`src/rtl/core/huffman_code_bit_packer_top_macros.svh`:
```
// Assertion macros for the bit packer RTL.
`ifndef HUFFMAN_CODE_BIT_PACKER_TOP_MACROS_SVH
`define HUFFMAN_CODE_BIT_PACKER_TOP_MACROS_SVH

// Check a property at every clock edge outside reset.
`define HCBP_ASSERT(name, prop, msg) \
  name: assert property (@(posedge clk) disable iff (rst) prop) \
    else $error(msg);

// Check a property at every clock edge, reset included.
`define HCBP_ASSERT_ALWAYS(name, prop, msg) \
  name: assert property (@(posedge clk) prop) \
    else $error(msg);

`endif

```
`src/rtl/core/hcbp_pkg.sv`:
```
`timescale 1ns / 1ps
`default_nettype none

package hcbp_pkg;

  localparam int MAX_CODE_LEN = 32;
  localparam int SYMBOL_COUNT = 256;

  localparam int REQ_W  = 2;
  localparam int SYM_W  = 8;
  localparam int CODE_W = 32;
  localparam int LEN_W  = 6;
  localparam int BYTE_W = 8;

  localparam int ADDR_W = $clog2(SYMBOL_COUNT);
  localparam int SLEN_W = $clog2(MAX_CODE_LEN + 1);
  localparam int AW     = (MAX_CODE_LEN > CODE_W) ? MAX_CODE_LEN : CODE_W;

  localparam int PEND_W = BYTE_W - 1;
  localparam int CNT_W  = $clog2(BYTE_W);
  localparam int NEED_W = $clog2(BYTE_W + 1);

  localparam int CQ_DEPTH = 4;
  localparam int CQ_PTR_W = $clog2(CQ_DEPTH);
  localparam int CQ_CNT_W = $clog2(CQ_DEPTH + 1);

  typedef enum logic [REQ_W-1:0] {
    REQ_LOAD   = 2'd0,
    REQ_ENCODE = 2'd1,
    REQ_FLUSH  = 2'd2
  } req_t;

  typedef struct packed {
    logic [CODE_W-1:0] code;
    logic [SLEN_W-1:0] len;
  } entry_t;

  typedef struct packed {
    logic              flush;
    logic [CODE_W-1:0] code;
    logic [SLEN_W-1:0] len;
  } cmd_t;

endpackage

`default_nettype wire

```
`src/rtl/core/hcbp_back.sv`:
```
`timescale 1ns / 1ps
`default_nettype none

module hcbp_back
  import hcbp_pkg::*;
(
  input  wire logic              clk,
  input  wire logic              rst,
  input  wire logic              q_empty,
  output logic                   q_pop,
  input  cmd_t                   q_cmd,
  output logic                   empty,
  input  wire logic              pop,
  output logic [BYTE_W-1:0]      out_byte,
  output logic                   last_of_run
);

`include "huffman_code_bit_packer_top_macros.svh"

  logic              busy;
  logic              cur_flush;
  logic [AW-1:0]     aligned;
  logic [SLEN_W-1:0] rem;
  logic [PEND_W-1:0] pending_bits;
  logic [CNT_W-1:0]  pending_count;
  logic              out_valid;

  logic              out_free;
  logic [NEED_W-1:0] need;
  logic [BYTE_W-1:0] window;
  logic [BYTE_W-1:0] head;
  logic [BYTE_W-1:0] full_byte;
  logic [SLEN_W-1:0] rem_after;
  logic              emit_want;
  logic              step_go;
  logic              emit_go;
  logic              last_w;
  logic [BYTE_W-1:0] byte_w;

  assign out_free = !out_valid || pop;
  assign empty    = !out_valid;
  assign q_pop    = !busy && !q_empty;

  assign need      = NEED_W'(BYTE_W) - NEED_W'(pending_count);
  assign window    = aligned[AW-1 -: BYTE_W];
  assign head      = BYTE_W'({1'b0, pending_bits} << need);
  assign full_byte = head | (window >> pending_count);
  assign rem_after = rem - SLEN_W'(need);

  always_comb begin
    if (cur_flush) begin
      emit_want = pending_count != '0;
      byte_w    = head;
      last_w    = 1'b1;
    end else begin
      emit_want = int'(rem) >= int'(need);
      byte_w    = full_byte;
      last_w    = int'(rem_after) < BYTE_W;
    end
  end

  assign step_go = busy && (!emit_want || out_free);
  assign emit_go = step_go && emit_want;

  always_ff @(posedge clk) begin
    if (q_pop) begin
      cur_flush <= q_cmd.flush;
      aligned   <= AW'(q_cmd.code) << (AW - int'(q_cmd.len));
      rem       <= q_cmd.len;
    end else if (step_go && !cur_flush && emit_want) begin
      aligned <= aligned << need;
      rem     <= rem_after;
    end
    if (emit_go) begin
      out_byte    <= byte_w;
      last_of_run <= last_w;
    end
  end

  always_ff @(posedge clk) begin
    if (rst) begin
      busy          <= 1'b0;
      pending_bits  <= '0;
      pending_count <= '0;
      out_valid     <= 1'b0;
    end else begin
      if (emit_go) begin
        out_valid <= 1'b1;
      end else if (pop) begin
        out_valid <= 1'b0;
      end
      if (q_pop) begin
        busy <= 1'b1;
      end else if (step_go) begin
        if (emit_want) begin
          pending_bits  <= '0;
          pending_count <= '0;
          busy          <= !cur_flush && (rem_after != '0);
        end else begin
          if (!cur_flush) begin
            pending_bits  <= PEND_W'(full_byte >> (need - NEED_W'(rem)));
            pending_count <= pending_count + CNT_W'(rem);
          end
          busy <= 1'b0;
        end
      end
    end
  end

  `HCBP_ASSERT(a_flush_clears, busy && cur_flush && step_go |=> pending_count == '0, "flush left bits pending")
  `HCBP_ASSERT(a_more_bytes, emit_go && !cur_flush && !last_w |=> busy, "item ended before its last byte")
  `HCBP_ASSERT_ALWAYS(a_reset_idle, rst |=> !busy && !out_valid, "packer not idle after reset")

endmodule

`default_nettype wire

```
`config.mk`:
```
export PLATFORM = sky130hd
export DESIGN_NAME = hcbp_back
export DESIGN_NICKNAME = d
export VERILOG_FILES = /design/src/rtl/core/hcbp_pkg.sv /design/src/rtl/core/hcbp_back.sv
export VERILOG_INCLUDE_DIRS = /design/src /design/src/rtl/core
export SDC_FILE = /design/constraint.sdc
export NUM_CORES = 1
export LEC_CHECK = 0
export ABC_AREA = 1
export BUFFER_PORTS_ARGS = -buffer_cell sky130_fd_sc_hd__buf_2
export CAP_MARGIN = 20
export CORE_MARGIN = 10
export CORE_UTILIZATION = 45
export CTS_CLUSTER_DIAMETER = 80
export DETAILED_ROUTE_END_ITERATION = 7
export GPL_ROUTABILITY_DRIVEN = 0
export PLACE_DENSITY = 0.72
export SKIP_LAST_GASP = 1
export SYNTH_ARGS = -nofsm -noshare
export SYNTH_HDL_FRONTEND = slang
export SYNTH_SLANG_ARGS = --single-unit
```
`constraint.sdc`:
```
create_clock -name clk -period 3.88 [get_ports clk]
set_input_delay 0.776 -clock clk [delete_from_list [all_inputs] [get_ports clk]]
set_output_delay 0.776 -clock clk [all_outputs]
set_load 0.02 [all_outputs]
```
== Word level (Yosys, flattened, before mapping) ==
Cells that the tools add are included.

* Shift operators: 5
* Muxes and demuxes: 15
* Div/mod/pow operators: 0
* Reduce and logical (&&, ||, !) cells: 19
* Bitwise logic cells: 2
* Equality and inequality tests: 1
* $mul: 0
* Add/subtract/negate cells: 5
* Order comparisons: 2

{| class="wikitable"
|+ Operators by type and width
! cell !! count
|-
| 32-bit two-way mux || 2
|-
| 32-bit by 32-bit left shift with 32-bit output || 1
|-
| 32-bit by 4-bit left shift with 32-bit output || 1
|-
| 7-bit two-way mux || 2
|-
| 6-bit two-way mux || 2
|-
| 8-bit two-way mux || 1
|-
| 8-bit bitwise OR || 1
|-
| 7-bit by 4-bit left shift with 8-bit output || 1
|-
| 8-bit by 3-bit right shift with 8-bit output || 1
|-
| 8-bit by 4-bit right shift with 7-bit output || 1
|-
| 6-bit by 6-bit subtractor with 7-bit output (first input constant) || 1
|-
| 6-bit by 4-bit >= comparator with 1-bit output || 1
|-
| 1-bit logical AND || 6
|-
| 6-bit by 4-bit less-than comparator with 1-bit output (second input constant) || 1
|-
| 1-bit two-way mux || 6
|-
| 3-bit two-way mux || 2
|-
| 2-bit nonzero test || 3
|-
| 6-bit nonzero test || 1
|-
| 6-bit by 4-bit subtractor with 6-bit output || 1
|-
| 1-bit zero test || 5
|-
| 4-bit by 3-bit subtractor with 4-bit output (first input constant) || 1
|-
| 4-bit subtractor || 1
|-
| 3-bit adder || 1
|-
| 3-bit AND reduction || 1
|-
| 4 further kinds || 5
|}

* Register bits after elaboration: 60
* RAM bits: 0
* Latch bits: 0
* Memories kept: 0
* Bits in read-only memories: 0
* Input port bits: 43
* Output and inout bits: 11
* Word-level logic and storage cells: 58

== Longest topological paths before layout ==
* Depth in word-level cells: 10
* Mapped depth: 20
* Gate-level depth less buffers: 15

== Least setup slack after synthesis ==
OpenSTA, ideal clock, no wires.

* Kind: flip-flop to flip-flop
* Start: reg pending_count[0]
* End: reg aligned[0], enable pin
* Data arrival time: 3.405 ns
* Period minus slack after synthesis: 3.799 ns
* Stages on the path, launching flop included: 19
* Path slack: 0.081 ns
* Setup time: 0.394 ns
* Path through: dfxtp_1 buf_6 inv_4 buf_8 buf_6 ha_1 inv_1 buf_2 buf_2 fa_1 nand3_1 nand2_1 nor2_4 nand3_4 nand3_2 nand2_2 inv_2 nand3_1 nand2_1

* Longest elaborated chain between the ends: 9
* Elaborated cells on any way between the ends: 10
* Classes of those cells: add/sub: 1; order compare: 1; mux: 1; reduce/logical: 7

{| class="wikitable"
|+ Ends and longest elaborated chain
! item !! RTL line !! text
|-
| start: declaration || hcbp_back.sv:25 || <nowiki>logic [CNT_W-1:0] pending_count;</nowiki>
|-
| start signal: assignment || hcbp_back.sv:102 || <nowiki>pending_count <= pending_count + CNT_W'(rem);</nowiki>
|-
| 4-bit by 3-bit subtractor with 4-bit output || hcbp_back.sv:44 || <nowiki>assign need = NEED_W'(BYTE_W) - NEED_W'(pending_count);</nowiki>
|-
| 6-bit by 4-bit >= comparator with 1-bit output || hcbp_back.sv:56 || <nowiki>emit_want = int'(rem) >= int'(need);</nowiki>
|-
| 1-bit two-way mux * || hcbp_back.sv:51 || <nowiki>if (cur_flush) begin</nowiki>
|-
| 1-bit zero test || hcbp_back.sv:62 || <nowiki>assign step_go = busy && (!emit_want || out_free);</nowiki>
|-
| 1-bit logical OR || hcbp_back.sv:62 ||
|-
| 1-bit logical AND || hcbp_back.sv:62 ||
|-
| 1-bit logical AND || hcbp_back.sv:70 || <nowiki>end else if (step_go && !cur_flush && emit_want) begin</nowiki>
|-
| 1-bit logical AND * || hcbp_back.sv:70 ||
|-
| 2-bit nonzero test (no line) * || n/a ||
|-
| end signal: assignment || hcbp_back.sv:68 || <nowiki>aligned <= AW'(q_cmd.code) << (AW - int'(q_cmd.len));</nowiki>
|-
| end signal: assignment || hcbp_back.sv:71 || <nowiki>aligned <= aligned << need;</nowiki>
|-
| end: declaration || hcbp_back.sv:22 || <nowiki>logic [AW-1:0] aligned;</nowiki>
|}

Every way passes the cells marked *; elsewhere a longest branch is shown, timed or not.
A chain may end at the register's enable or synchronous reset.

== Final worst setup path ==
* Start: reg pending_count[1]
* End: reg aligned[13], enable pin

Same word-level chain as after synthesis.

==> reports/summary.log <==
qor: route.drc 0
qor: critical_path.crit_fanout 30
qor: critical_path.critical_path_required 3.90 ns
qor: critical_path.worst_setup_path_start_kind flip-flop
qor: finish.net_count_final 1104
qor: finish.area.growth.synth_to_final 7.90%
qor: sta.ratio_of_final_minimum_period_to_clock_period 0.893
qor: sta.grt_setup_unrepaired no
qor: synthesis.count_of_different_cell_masters_after_synthesis 53
qor: floorplan.start_util 0.460
qor: synthesis.synth_commonest_cells sky130_fd_sc_hd__nand3_1 (284), sky130_fd_sc_hd__nand2_1 (283), sky130_fd_sc_hd__inv_1 (53)
qor: floorplan.core_region_area 14500 sq um
qor: clock_tree.cts-htree-levels 3
qor: critical_path.worst-setup-path-type flip-flop to flip-flop
qor: power.peakVddDrop 169 uV
qor: sta.setup_tns 0 ns
qor: route.ant_nets 0
qor: sta.fmax 289 MHz
qor: worst_hold_path.worst_hold_path_type flip-flop to flip-flop
qor: finish.antenna_cells_inserted 0
qor: placement.hpwlAfterDp 14900 um
qor: synthesis.syn-instance-count 1033
qor: sta.worst_hold_slack 0.499 ns
qor: sta.fin_worst_skew 0.00922 ns
qor: synthesis.async_flop_share 0
qor: sta.finalHoldViolations 0
qor: synthesis.yosys.area.top_type_share 0.216
qor: synthesis.syn-num-nets 1089
qor: finish.drive_gt1_frac 0.145
qor: route.detail_route.iter0.violations 879
qor: placement.buffer_ports.inserted 53
qor: clock_tree.cts.repair_timing.setup_buffer_count 0
qor: clock_tree.max-clock-path-buffers 2
qor: global_routing.number_of_global_route_vias_before_repair 6431
qor: synthesis.netlist_area_before_placement 6680 sq um
qor: clock_tree.clkLatencyLatePin 0.33 ns
qor: clock_tree.clkTransAtPathRegs 0.05 ns
qor: route.route.detailed.wl_per_inst 15.6 um
qor: floorplan.std_cell_rows 44
qor: floorplan.die_x 142 um
qor: synthesis.ys_seq_elements 60
qor: synthesis.synth_top_cell_by_area sky130_fd_sc_hd__edfxtp_1
qor: global_routing.grt.total_usage 0.185
qor: critical_path.cp.arrival 3.49 ns
qor: synthesis.avgSynthCellArea 6.47 sq um
qor: synthesis.synth_edf_count 48
qor: global_routing.grt_remaining_overflow 0
qor: floorplan.chip_height 142 um
qor: job.cap_violations 0
qor: synthesis.synth-main-ff-cell sky130_fd_sc_hd__edfxtp_1
qor: synthesis.share_of_synthesized_area_occupied_by_flip_flops_and_latches 0.252
qor: global_routing.maximum_number_of_pins_on_one_net_before_global_route_repair 55
qor: run_status.status completed
qor: clock_tree.cts.sinks 60
qor: power.cellLeakagePower 3.16 nW
qor: global_routing.grt_first_pass_wirelength 31400 um
qor: route.dr.pass1.iters 5
qor: route.route.detailed.vias_per_inst 5.82
qor: route.route.vias.total 7195
qor: sta.finalCriticalPeriod 3.46 ns
qor: critical_path.critical_path.endpoint_type flip-flop
qor: synthesis.synth_warnings 0
qor: power.cell_area_power_density 414 nW/um^2
qor: route.wirelength 19300 um
qor: sta.maxSlewHeadroom 0.434
qor: sta.tightestPinTransition 0.848 ns
qor: clock_tree.hold_buffers 0
qor: clock_tree.cts-root-buf sky130_fd_sc_hd__clkbuf_16
qor: clock_tree.number_of_buffers_added_by_the_clock_tree_synthesis_step 9
qor: clock_tree.cts_repair_resize_count 0
qor: synthesis.yosysMostFrequentCell sky130_fd_sc_hd__nand3_1
qor: global_routing.initial_antenna_violation_count 0
qor: sta.timing.final.setup_violations 0
qor: clock_tree.clock_tree_from_tritoncts done
qor: floorplan.boundaryPins 54
qor: floorplan.die_area 20100 sq um
qor: synthesis.ys_top_cells_by_area sky130_fd_sc_hd__edfxtp_1 (22%), sky130_fd_sc_hd__nand3_1 (21%), sky130_fd_sc_hd__nand2_1 (16%)
qor: sta.report.final.slew_viol_count 0
cell families after synthesis:
logic type               Yosys count  share of synthesized area
adder cells (fa/ha/maj)           13                     0.0277
buffers and inverters            131                     0.0970
multiplexers                       4                    0.00599
AND/OR/NAND/NOR                  674                      0.481
flip-flops                        60                      0.252
XOR/XNOR                           9                     0.0118
AO/OA/AOI/OAI                    142                      0.125
stage by stage:
step	area [sq um]	instances	setup slack (ns)	util	total power, mW
floorplan	6680	1033	0.0809	-	1.89
global placement	6930	1221	0.547	0.476	2.20
detailed placement	6930	1221	0.470	0.476	2.20
CTS	7210	1237	0.434	0.496	2.96
global route	7210	1237	0.156	0.496	3.18
finish	7210	1237	0.415	0.496	2.98
metal layers:
metal,vias up,share of wire,global-route usage
met3,38,0.069,0.0287
met1,3256,0.46,0.253
li1,3599,-,-
met4,0,0.021,0.0646
met2,302,0.45,0.289
met5,-,0,0
power breakdown:
group | switching [mW] | leakage, nW | internal [mW]
registers | 0.0563 | 0.570 | 0.826
logic | 0.898 | 2.44 | 0.437
clock network | 0.277 | 0.146 | 0.490
cell type report:
class	instances	area [sq um]
Timing Repair Buffer	70	405
Tap cell	184	230
Clock buffer	10	229
Inverter	65	249
Clock inverter	6	55.1
Multi-Input combinational cell	842	4360
Fill cell	1545	7320
Sequential cell	60	1680
sequential cells by signal, indices dropped and copies added, names as in the netlist:
name	count
last_of_run	1
pending_count	3
out_byte	8
busy	1
rem	6
out_valid	1
pending_bits	7
cur_flush	1
aligned	32
critical path: stages (launching register included):
cell,delay [ns]
sky130_fd_sc_hd__dfxtp_1,0.57
sky130_fd_sc_hd__inv_2,0.12
sky130_fd_sc_hd__ha_1,0.23
sky130_fd_sc_hd__ha_1,0.30
sky130_fd_sc_hd__ha_1,0.37
sky130_fd_sc_hd__nand2_1,0.12
sky130_fd_sc_hd__nor2_1,0.05
sky130_fd_sc_hd__nor2_1,0.18
sky130_fd_sc_hd__nand3_4,0.13
sky130_fd_sc_hd__nand3_2,0.08
sky130_fd_sc_hd__nand2_2,0.18
sky130_fd_sc_hd__inv_2,0.13
sky130_fd_sc_hd__nand3_1,0.12
sky130_fd_sc_hd__nand2_1,0.31
sky130_fd_sc_hd__buf_12,0.25
path summary, 6_finish.rpt:
| kind | startpoint | to | slack (ns) | cells after the start |
|---|---|---|---|---|
| setup / recovery | pending_count[1] | aligned[13] | 0.42 | 14 |
| hold / removal | pending_bits[1] | pending_bits[1] | 0.50 | 2 |
| setup reg to reg | pending_count[1] | aligned[13] | 0.42 | 14 |
| hold reg to reg | pending_bits[1] | pending_bits[1] | 0.50 | 2 |
cell usage in the layout (no fill, tap or decap), types with 6 or more instances in the layout:
cell                        Yosys  layout
sky130_fd_sc_hd__inv_2          8       8
sky130_fd_sc_hd__edfxtp_1      48      48
sky130_fd_sc_hd__nand3_2       21      21
sky130_fd_sc_hd__nor2_1        37      37
sky130_fd_sc_hd__nand3_1      284     284
sky130_fd_sc_hd__o211ai_1      10      10
sky130_fd_sc_hd__inv_1         53      53
sky130_fd_sc_hd__nor2_2         6       6
sky130_fd_sc_hd__o22ai_1       13      13
sky130_fd_sc_hd__xor2_1         6       6
sky130_fd_sc_hd__ha_1          10      10
sky130_fd_sc_hd__nand2_1      283     283
sky130_fd_sc_hd__a21oi_1       34      34
sky130_fd_sc_hd__nand4_1       10      10
sky130_fd_sc_hd__nand2_2       11      11
sky130_fd_sc_hd__buf_4          7      16
sky130_fd_sc_hd__a31oi_1        6       6
sky130_fd_sc_hd__clkbuf_16      0       9
sky130_fd_sc_hd__o21ai_0       47      47
sky130_fd_sc_hd__buf_2         30      53
sky130_fd_sc_hd__o21ai_1       12      12
sky130_fd_sc_hd__dfxtp_1       12      12
Power figures use the tool's default switching activity.
