**src/rtl/core/huffman_code_bit_packer_top_macros.svh**
```systemverilog
// Assertion macros for the bit packer RTL.
`ifndef HUFFMAN_CODE_BIT_PACKER_TOP_MACROS_SVH
`define HUFFMAN_CODE_BIT_PACKER_TOP_MACROS_SVH

// Check a property at every clock edge outside reset.
`define HCBP_ASSERT(name, prop, msg) \
  name: assert property (@(posedge clk) disable iff (rst) prop) \
    else $error(msg);

// Check a property at every clock edge, reset included.
`define HCBP_ASSERT_ALWAYS(name, prop, msg) \
  name: assert property (@(posedge clk) prop) \
    else $error(msg);

`endif

```
**src/rtl/core/hcbp_pkg.sv**
```systemverilog
`timescale 1ns / 1ps
`default_nettype none

package hcbp_pkg;

  localparam int MAX_CODE_LEN = 32;
  localparam int SYMBOL_COUNT = 256;

  localparam int REQ_W  = 2;
  localparam int SYM_W  = 8;
  localparam int CODE_W = 32;
  localparam int LEN_W  = 6;
  localparam int BYTE_W = 8;

  localparam int ADDR_W = $clog2(SYMBOL_COUNT);
  localparam int SLEN_W = $clog2(MAX_CODE_LEN + 1);
  localparam int AW     = (MAX_CODE_LEN > CODE_W) ? MAX_CODE_LEN : CODE_W;

  localparam int PEND_W = BYTE_W - 1;
  localparam int CNT_W  = $clog2(BYTE_W);
  localparam int NEED_W = $clog2(BYTE_W + 1);

  localparam int CQ_DEPTH = 4;
  localparam int CQ_PTR_W = $clog2(CQ_DEPTH);
  localparam int CQ_CNT_W = $clog2(CQ_DEPTH + 1);

  typedef enum logic [REQ_W-1:0] {
    REQ_LOAD   = 2'd0,
    REQ_ENCODE = 2'd1,
    REQ_FLUSH  = 2'd2
  } req_t;

  typedef struct packed {
    logic [CODE_W-1:0] code;
    logic [SLEN_W-1:0] len;
  } entry_t;

  typedef struct packed {
    logic              flush;
    logic [CODE_W-1:0] code;
    logic [SLEN_W-1:0] len;
  } cmd_t;

endpackage

`default_nettype wire

```
**src/rtl/core/hcbp_cmd_fifo.sv**
```systemverilog
`timescale 1ns / 1ps
`default_nettype none

module hcbp_cmd_fifo
  import hcbp_pkg::*;
(
  input  wire logic clk,
  input  wire logic rst,
  input  wire logic push,
  input  cmd_t      push_cmd,
  output logic      full,
  input  wire logic pop,
  output cmd_t      pop_cmd,
  output logic      empty
);

  cmd_t                slots [CQ_DEPTH];
  logic [CQ_PTR_W-1:0] wr_ptr;
  logic [CQ_PTR_W-1:0] rd_ptr;
  logic [CQ_CNT_W-1:0] cnt;
  logic                do_push;
  logic                do_pop;

  assign full    = cnt == CQ_CNT_W'(CQ_DEPTH);
  assign empty   = cnt == '0;
  assign do_push = push && !full;
  assign do_pop  = pop && !empty;
  assign pop_cmd = slots[rd_ptr];

  always_ff @(posedge clk) begin
    if (do_push) begin
      slots[wr_ptr] <= push_cmd;
    end
  end

  always_ff @(posedge clk) begin
    if (rst) begin
      wr_ptr <= '0;
      rd_ptr <= '0;
      cnt    <= '0;
    end else begin
      if (do_push) begin
        wr_ptr <= wr_ptr + 1'b1;
      end
      if (do_pop) begin
        rd_ptr <= rd_ptr + 1'b1;
      end
      if (do_push && !do_pop) begin
        cnt <= cnt + 1'b1;
      end else if (do_pop && !do_push) begin
        cnt <= cnt - 1'b1;
      end
    end
  end

endmodule

`default_nettype wire

```
**config.mk**
```make
export PLATFORM = sky130hd
export DESIGN_NAME = hcbp_cmd_fifo
export DESIGN_NICKNAME = d
export VERILOG_FILES = /design/src/rtl/core/huffman_code_bit_packer_top_macros.svh /design/src/rtl/core/hcbp_pkg.sv /design/src/rtl/core/hcbp_cmd_fifo.sv
export SDC_FILE = /design/constraint.sdc
export NUM_CORES = 1
export LEC_CHECK = 0
export BUFFER_PORTS_ARGS = -buffer_cell sky130_fd_sc_hd__buf_4
export CAP_MARGIN = 20
export CORE_AREA = 2 2 108 110
export DETAILED_ROUTE_END_ITERATION = 8
export DIE_AREA = 0 0 110 112
export GPL_TIMING_DRIVEN = 0
export HOLD_SLACK_MARGIN = 0.12
export PLACE_DENSITY = 0.8
export SYNTH_ARGS = -nofsm -noshare
export SYNTH_HDL_FRONTEND = slang
export SYNTH_SLANG_ARGS = --single-unit
```
**constraint.sdc**
```tcl
create_clock -name clk -period 3.1 [get_ports clk]
set_input_delay 0.93 -clock clk [delete_from_list [all_inputs] [get_ports clk]]
set_output_delay 0.93 -clock clk [all_outputs]
set_load 0.02 [all_outputs]
```
Yosys cells after proc, flatten, opt, wreduce, memory -nomap -nowiden

Memory sizes are Yosys's and may differ from the RTL's. A register that Yosys moved wholly into a read port is not among the register bits.
Cells that the tools add are included.

Bits in latches: 0
Input bits: 43
Memories kept: 1
Output and inout port bits: 41
Bits in writable memories: 156
Flip-flop bits (word level): 7
ROM bits: 0
Word-level logic and storage cells: 25

Memories:

| memory | depth | bits a word | rd ports | clocked after memory_dff | write ports | line                | RTL |
|---|---|---|---|---|---|---|---|
| slots  | 4     | 39          | 1        | 1                        | 1           | hcbp_cmd_fifo.sv:17 | `cmd_t slots [CQ_DEPTH];` |

Muxes and demuxes: 6
Reductions and logical operators: 10
Shifts and indexed selects: 0
Add/subtract/negate cells: 4
Equality and inequality tests: 1
$lt $le $gt $ge: 0
Multipliers: 0
Bitwise gates (word level): 0
Divide/modulo/power cells: 0

Operator list:

| kind                  | number |
|---|---|
| $mux W3               | 2 |
| $add A2 B1 Y2 const B | 2 |
| $logic_and A1 B1 Y1   | 4 |
| $logic_not A1 Y1      | 4 |
| $mux W2               | 2 |
| $add A3 B1 Y3 const B | 1 |
| $eq A3 B3 Y1 const B  | 1 |
| $logic_not A3 Y1      | 1 |
| $sub A3 B1 Y3 const B | 1 |
| $mux W1               | 2 |
| $reduce_bool A2 Y1    | 1 |

Logic depth before layout (Yosys ltp)

Gate-level depths: netlist (run 1).

Word-level depth: 7
Depth in mapped cells: 8
Gate-level depth less buffers: 8

Worst setup path after synthesis (run 1)

OpenSTA, ideal clock, no wires.

Kind: input port to flip-flop
From: input push
To: memory slots[0][0] (netlist bit), enable pin
Library setup time: 400 ps
Slack: 486 ps
Buffers on the path: 0
Stages: 3
Required time: 2700 ps
Data arrival time: 2214 ps
Path through: inv_1 > nor2_1 > and2_1

Cells in the longest elaborated chain, start to end: 3

Ends and longest elaborated chain:

| item                          | line                | RTL |
|---|---|---|
| start, declared               | hcbp_cmd_fifo.sv:9  | `input wire logic push,` |
| $logic_and A1 B1 Y1           | hcbp_cmd_fifo.sv:26 | `assign do_push = push && !full;` |
| named net do_push             | hcbp_cmd_fifo.sv:21 | `logic do_push;` |
| $mux W1                       | hcbp_cmd_fifo.sv:31 | `if (do_push) begin` |
| $mux W1 (implied by the code) | hcbp_cmd_fifo.sv:32 | `slots[wr_ptr] <= push_cmd;` |
| end, declared                 | hcbp_cmd_fifo.sv:17 |  |

The timed path passes the listed nets, and every way through them passes these cells.

==> impl_metrics.csv, run 1 <==
group,metric,value,unit
status,outcome,"finished, final reports clean",
placement,dp_hpwl,6110,µm
clock_network,worst_skew_pair.late_latency,0.41,ns
timing,period_needed,2.82,ns
die,die-height,112,µm
die,rows,39,
clock_network,cts_buffers,17,
clock_network,htree_num_levels,4,
synthesis,seq_area_frac_synth,80.0,%
setup_path,cp-end-kind,"primary output",
synthesis,synthCells,251,
grt,antenna_found_initial,0,
synthesis,synth_top_cell_by_area,"edfxtp_1",
clock_network,root_buffer,"clkbuf_16",
timing,setup_viol,0,
flow_run,cap_viol_max_count,0,
synthesis,yosysMostFrequentCell,"edfxtp_1",
pwr,p_leak,2.62,nW
timing,min_period_over_period,90.8,%
finish,layout.nets,405,
timing,hold_viol,0,
finish,synthToLayoutAreaGrowth,24.9,%
clock_network,cts_tree,"built",
detailed_routing,antenna_left,0,
setup_path,reg2reg_from,"cnt[0]",
detailed_routing,post-route-drc-count,0,
timing,fmax,0.355,GHz
setup_path,cp_cell_sequence,"buf_6 > buf_6 > mux4_2 > buf_4",
synthesis,synthTopCellsByArea,"edfxtp_1 (77%), mux4_2 (14%), dfxtp_1 (3.0%)",
detailed_routing,routed_wl,9820,µm
die,start_util,54.4,%
die,ios,84,
timing,fin_setup_tns,0,ns
clock_network,clk_pin_slew_worst_paths,0.06,ns
clock_network,cts_setup_buffers,0,
grt,grt_pass1_wl,15600,µm
setup_path,cp.arrival,1.89,ns
setup_path,start_kind,"register",
finish,fillCellCount,705,
synthesis,yosysUniqueCellTypes,22,
setup_path,path_delay_family,"buffers and inverters",
setup_path,cp_data_required_time,2.17,ns
finish,drive_gt1_share,44.7,%
synthesis,syn_nets,300,
finish,finish.utilization,68.0,%
placement,portBuffers,82,
pwr,worst_ir_drop_vdd,538,µV
detailed_routing,vias_per_cell,5.49,
worst_hold_path,hp-start,"wr_ptr[1]",
finish,instances_no_fill,512,
pwr,p_per_area,880,nW/µm²
clock_network,clock_path_buffers,2,
placement,dpl.cell_count,480,
grt,gr-total-overflow,0,
detailed_routing,dr.pass1.iters,5,
timing,rsz0062_at_grt,"false",
timing,tightest_slew,0.683,ns
timing,slew_headroom,54.5,%
placement,place_area,6960,µm²
finish,fin_area,7590,µm²
die,die_area,12300,µm²
synthesis,synth-edff-count,156,
finish,n_antenna_cell,0,
setup_path,cp.buffers_inverters,3,
synthesis,yosysWarnings,0,
synthesis,yosysTopAreaCellShare,77.0,%
grt,grt_pass1_vias,2989,
die,core_area,11200,µm²
synthesis,synth-seq-cells,165,
setup_path,path_class,"reg2out",
setup_path,crit_top_cell,"buf_6",
clock_network,postCtsHoldBufs,0,
synthesis,avgSynthCellArea,24.2,µm²
grt,groute.usage.overall,17.8,%
setup_path,cp_max_fo,10,
timing,worst_clock_skew,0.00598,ns
detailed_routing,drtIter0Drc,152,
synthesis,async_flop_share,0,%
worst_hold_path,hp-class,"reg2reg",
detailed_routing,vias,2813,
synthesis,synth_ff_type,"edfxtp_1",
timing,slew_violations,0,
synthesis,syn_area,6080,µm²
die,die_w,110,µm
pwr,power,6.68,mW
setup_path,critPathSlowestCell,"mux4_2",
grt,grt_max_degree,30,
detailed_routing,routedWlPerCell,19.2,µm
clock_network,cts.repair.resized,0,
clock_network,clock-sinks,165,
placement,gp_congestion,0.689,
synthesis,synthTopCellsByCount,"edfxtp_1 (156), mux4_2 (39), dfxtp_1 (9), nor2_1 (6), ha_1 (5)",
setup_path,slowest_delay,0.52,ns
[worst paths after layout]
kind	to	slack, ns	depth (start not counted)
min reg2reg	wr_ptr[1]	0.53	2
max	pop_cmd[19]	0.28	4
max reg2reg	cnt[2]	0.79	8
min	wr_ptr[1]	0.53	2
[worst reg2reg max path, delay by kind of cell (launching register included)]
| kind | cells | cell delay [ns] |
|---|---|---|
| XOR/XNOR | 1 | 0.15 |
| AND/OR/NAND/NOR | 3 | 0.77 |
| buffers and inverters | 1 | 0.07 |
| flip-flops | 1 | 0.47 |
| AO/OA/AOI/OAI | 1 | 0.14 |
| adder cells (fa/ha/maj) | 2 | 0.64 |
[placed cells by master, fill, tap and decap left out, types with 2 or more instances in the layout]
cell / Yosys / final
buf_2: 2 / 2
or3_1: 2 / 2
edfxtp_1: 156 / 156
xor2_1: 4 / 4
clkbuf_16: 0 / 17
nor2_1: 6 / 6
buf_12: 0 / 4
buf_4: 2 / 84
inv_1: 4 / 4
mux2i_1: 2 / 2
and2_2: 0 / 4
nand2b_1: 2 / 2
clkinv_2: 0 / 5
clkbuf_1: 3 / 6
ha_1: 5 / 5
bufinv_16: 0 / 5
a21oi_1: 2 / 2
mux4_2: 39 / 39
buf_6: 2 / 2
o21ai_0: 2 / 2
dfxtp_1: 9 / 9
[kinds of logic (layout without fill, tap and decap cells)]
group                      Yosys count  count (layout)  share of synthesized area (%)
AOI/OAI and AO/OA                    6               6                          0.597
and+or+nand+nor                     16              16                           1.48
muxes                               41              41                           14.8
buffers and inverters               13             131                           1.21
xor gates and xnor gates             4               4                          0.576
DFF                                165             165                           80.0
adders and majority gates            6               6                           1.36
[report_power, final]
| group | total, mW | leakage [nW] | switching (mW) | internal [mW] |
|---|---|---|---|---|
| combinational | 1.71 | 0.807 | 0.876 | 0.838 |
| clock | 2.21 | 0.311 | 0.769 | 1.44 |
| sequential | 2.76 | 1.50 | 0.0751 | 2.68 |
| total | 6.68 | 2.62 | 1.72 | 4.96 |
[stage by stage]
step	worst slack, ns	hold WS [ns]
finish	0.284	0.530
global route	0.160	0.575
CTS	0.221	0.531
detailed placement	0.358	0.521
global placement	-0.447	0.497
floorplan	0.486	0.482
[flip-flops by register name, indices dropped and copies added (netlist names), named ones only]
register / cells
cnt: 3
rd_ptr: 2
slots: 156
wr_ptr: 2
[routing by layer]
layer | up-vias | global-route usage (%) | wire, µm
met1 | 1457 | 23.0 | 4110
met5 | - | 0 | 0
li1 | 1264 | - | -
met3 | 14 | 5.56 | 552
met2 | 78 | 28.3 | 5020
met4 | 0 | 7.26 | 141
[cell type report]
cell class                 instances  area (µm²)  share of cell area (%)
timing repair buffer              86         696                    9.16
clock inverter                    11         183                    2.41
buffer                             9        58.8                   0.774
multi-input combinational         73        1150                    15.1
clock buffer                      21         450                    5.93
sequential                       165        4860                    64.1
inverter                           4        15.0                   0.198
tap                              143         179                    2.36
(Power assumes the default switching activity.)
==> inputs of run 2 (changes only) <==
ABC_AREA = 1   (was unset)
PLACE_DENSITY = 0.82   (was 0.8)
==> run 2 against run 1 <==
- clock power about the same
- combinational power increased by 15%
- non-clock buffer count increased by 17
- sequential cell count unchanged
- clock skew increased by 0.0021 ns
- register-to-register slack improved by 0.11 ns
- sequential share of layout area decreased by 2.1 points
- utilization increased by 2.3 points
- worst setup slack improved by 0.034 ns
- synthesized cell count increased by 78%
- via count increased by 44%
- global-route usage increased by 4.9 points
- largest cell class unchanged
==> impl_metrics.csv, run 2 <==
group,metric,value,unit
synthesis,synth-edff-count,156,
setup_path,critPathSlowestCell,"dfxtp_1",
clock_network,worst_skew_pair.late_latency,0.42,ns
pwr,p_leak,2.86,nW
synthesis,avgSynthCellArea,14.0,µm²
placement,gp_congestion,0.757,
timing,slew_violations,0,
grt,groute.usage.overall,22.8,%
placement,post-place-ws,0.494,ns
synthesis,synthTopCellsByCount,"edfxtp_1 (156), nor2_1 (92), o21ai_0 (77), o22ai_1 (39), inv_1 (16)",
die,die_w,110,µm
placement,dpl.cell_count,678,
synthesis,yosysMostFrequentCell,"edfxtp_1",
timing,fin_setup_tns,0,ns
die,core_area,11200,µm²
die,start_util,56.2,%
detailed_routing,vias_per_cell,5.72,
finish,layout.nets,603,
detailed_routing,routed_wl,13300,µm
clock_network,cts_tree,"built",
timing,setup_ws,0.317,ns
finish,biggestRegsByFlops,"slots (156), cnt (3)",
synthesis,yosysUniqueCellTypes,22,
clock_network,cts.repair.resized,0,
finish,top_register,"slots",
placement,dp_hpwl,8120,µm
finish,instances_no_fill,710,
synthesis,syn_area,6270,µm²
clock_network,htree_num_levels,4,
detailed_routing,dr.pass1.iters,5,
setup_path,slowest_delay,0.36,ns
placement,place_area,7210,µm²
detailed_routing,routedWlPerCell,18.7,µm
die,die_area,12300,µm²
die,ios,84,
detailed_routing,post-route-drc-count,0,
finish,fin_area,7850,µm²
synthesis,synth_ff_type,"edfxtp_1",
timing,period_needed,2.78,ns
worst_hold_path,hp-class,"reg2reg",
status,outcome,"finished, final reports clean",
synthesis,yosysTopAreaCellShare,74.7,%
grt,antenna_found_initial,0,
clock_network,clock_path_buffers,2,
placement,portBuffers,83,
grt,gr-total-overflow,0,
finish,drive_gt1_share,25.4,%
timing,worst_clock_skew,0.00807,ns
clock_network,cts_buffers,17,
finish,final_cell_mix,"edfxtp_1 (156), nor2_1 (88), buf_4 (84)",
setup_path,cp-end-kind,"primary output",
die,die-height,112,µm
setup_path,path_class,"reg2out",
timing,slew_headroom,49.9,%
setup_path,start_kind,"register",
finish,largest_reg_flops,156,
setup_path,cp_data_required_time,2.17,ns
setup_path,cp_max_fo,10,
pwr,worst_ir_drop_vdd,503,µV
clock_network,clock-sinks,165,
timing,fmax,0.359,GHz
setup_path,cp_cell_sequence,"inv_2 > clkbuf_1 > o21ai_0 > o22ai_1 > buf_4",
clock_network,cts_setup_buffers,0,
synthesis,synth-seq-cells,165,
synthesis,yosysWarnings,0,
timing,setup_viol,0,
timing,rsz0062_at_grt,"false",
pwr,p_per_area,892,nW/µm²
synthesis,async_flop_share,0,%
finish,n_antenna_cell,0,
grt,grt_max_degree,23,
timing,fin_hold_ws,0.506,ns
timing,min_period_over_period,89.8,%
finish,synthToLayoutAreaGrowth,25.2,%
detailed_routing,drtIter0Drc,361,
timing,tightest_slew,0.750,ns
grt,grt_pass1_wl,20400,µm
detailed_routing,antenna_left,0,
clock_network,postCtsHoldBufs,0,
die,rows,39,
synthesis,synth_top_cell_by_area,"edfxtp_1",
detailed_routing,vias,4062,
grt,grt_pass1_vias,3963,
finish,mostFrequentLayoutCell,"edfxtp_1",
clock_network,clk_pin_slew_worst_paths,0.06,ns
synthesis,synthCells,448,
timing,hold_viol,0,
synthesis,syn_nets,497,
setup_path,cp.arrival,1.85,ns
synthesis,synthTopCellsByArea,"edfxtp_1 (75%), o21ai_0 (6.1%), nor2_1 (5.5%)",
flow_run,cap_viol_max_count,0,
synthesis,seq_area_frac_synth,77.5,%
clock_network,root_buffer,"clkbuf_16",
run 2: path summary, 6_finish.rpt:
kind	startpoint	to	slack (ns)	cells after the start
min	rd_ptr[0]	rd_ptr[0]	0.51	2
max reg2reg	cnt[0]	cnt[2]	0.90	13
max	register	pop_cmd[6]	0.32	5
min reg2reg	rd_ptr[0]	rd_ptr[0]	0.51	2
run 2: cell families (layout without fill, tap and decap cells):
logic type | count (synthesis) | count (layout) | share of synthesized area, %
flops | 165 | 165 | 77.5
buf+inv | 43 | 162 | 3.75
compound gates | 121 | 121 | 10.4
xor+xnor | 1 | 1 | 0.140
simple gates | 112 | 112 | 6.84
fa+ha+maj | 6 | 6 | 1.32
run 2: layout make-up:
type / instances / area, µm²
clock inverters: 10 / 170
plain buffers: 25 / 165
flip-flops and latches: 165 / 4860
multi-input cells: 240 / 1200
fillers: 713 / 3320
clock buffers: 22 / 474
well taps: 143 / 179
repair buffers: 87 / 726
inverters: 18 / 70.1
run 2: per-stage QoR:
step / util (%) / total power, mW
4_1_cts: 70.3 / 7.04
3_3_place_gp: 63.3 / 4.71
6_report: 70.3 / 7.01
5_1_grt: 70.3 / 7.29
3_5_place_dp: 64.5 / 4.81
2_1_floorplan: - / 3.96
run 2: power by group:
| part | switching [mW] | internal [mW] | total [mW] |
|---|---|---|---|
| sequential | 0.0789 | 2.71 | 2.79 |
| clock | 0.825 | 1.42 | 2.24 |
| combinational | 1.24 | 0.731 | 1.97 |
run 2: critical path: cells and delay by family (launching register included):
kind                   cells  cell delay (ns)
flip-flops                 1             0.36
AO/OA/AOI/OAI              2             0.44
buffers and inverters      3             0.64
run 2: per-layer routing:
metal | track usage, % | vias up | routed length [µm]
met4 | 8.61 | 0 | 182
met1 | 29.2 | 2008 | 5230
met2 | 36.3 | 173 | 6930
met3 | 7.08 | 18 | 940
li1 | - | 1863 | -
met5 | 0 | - | 0
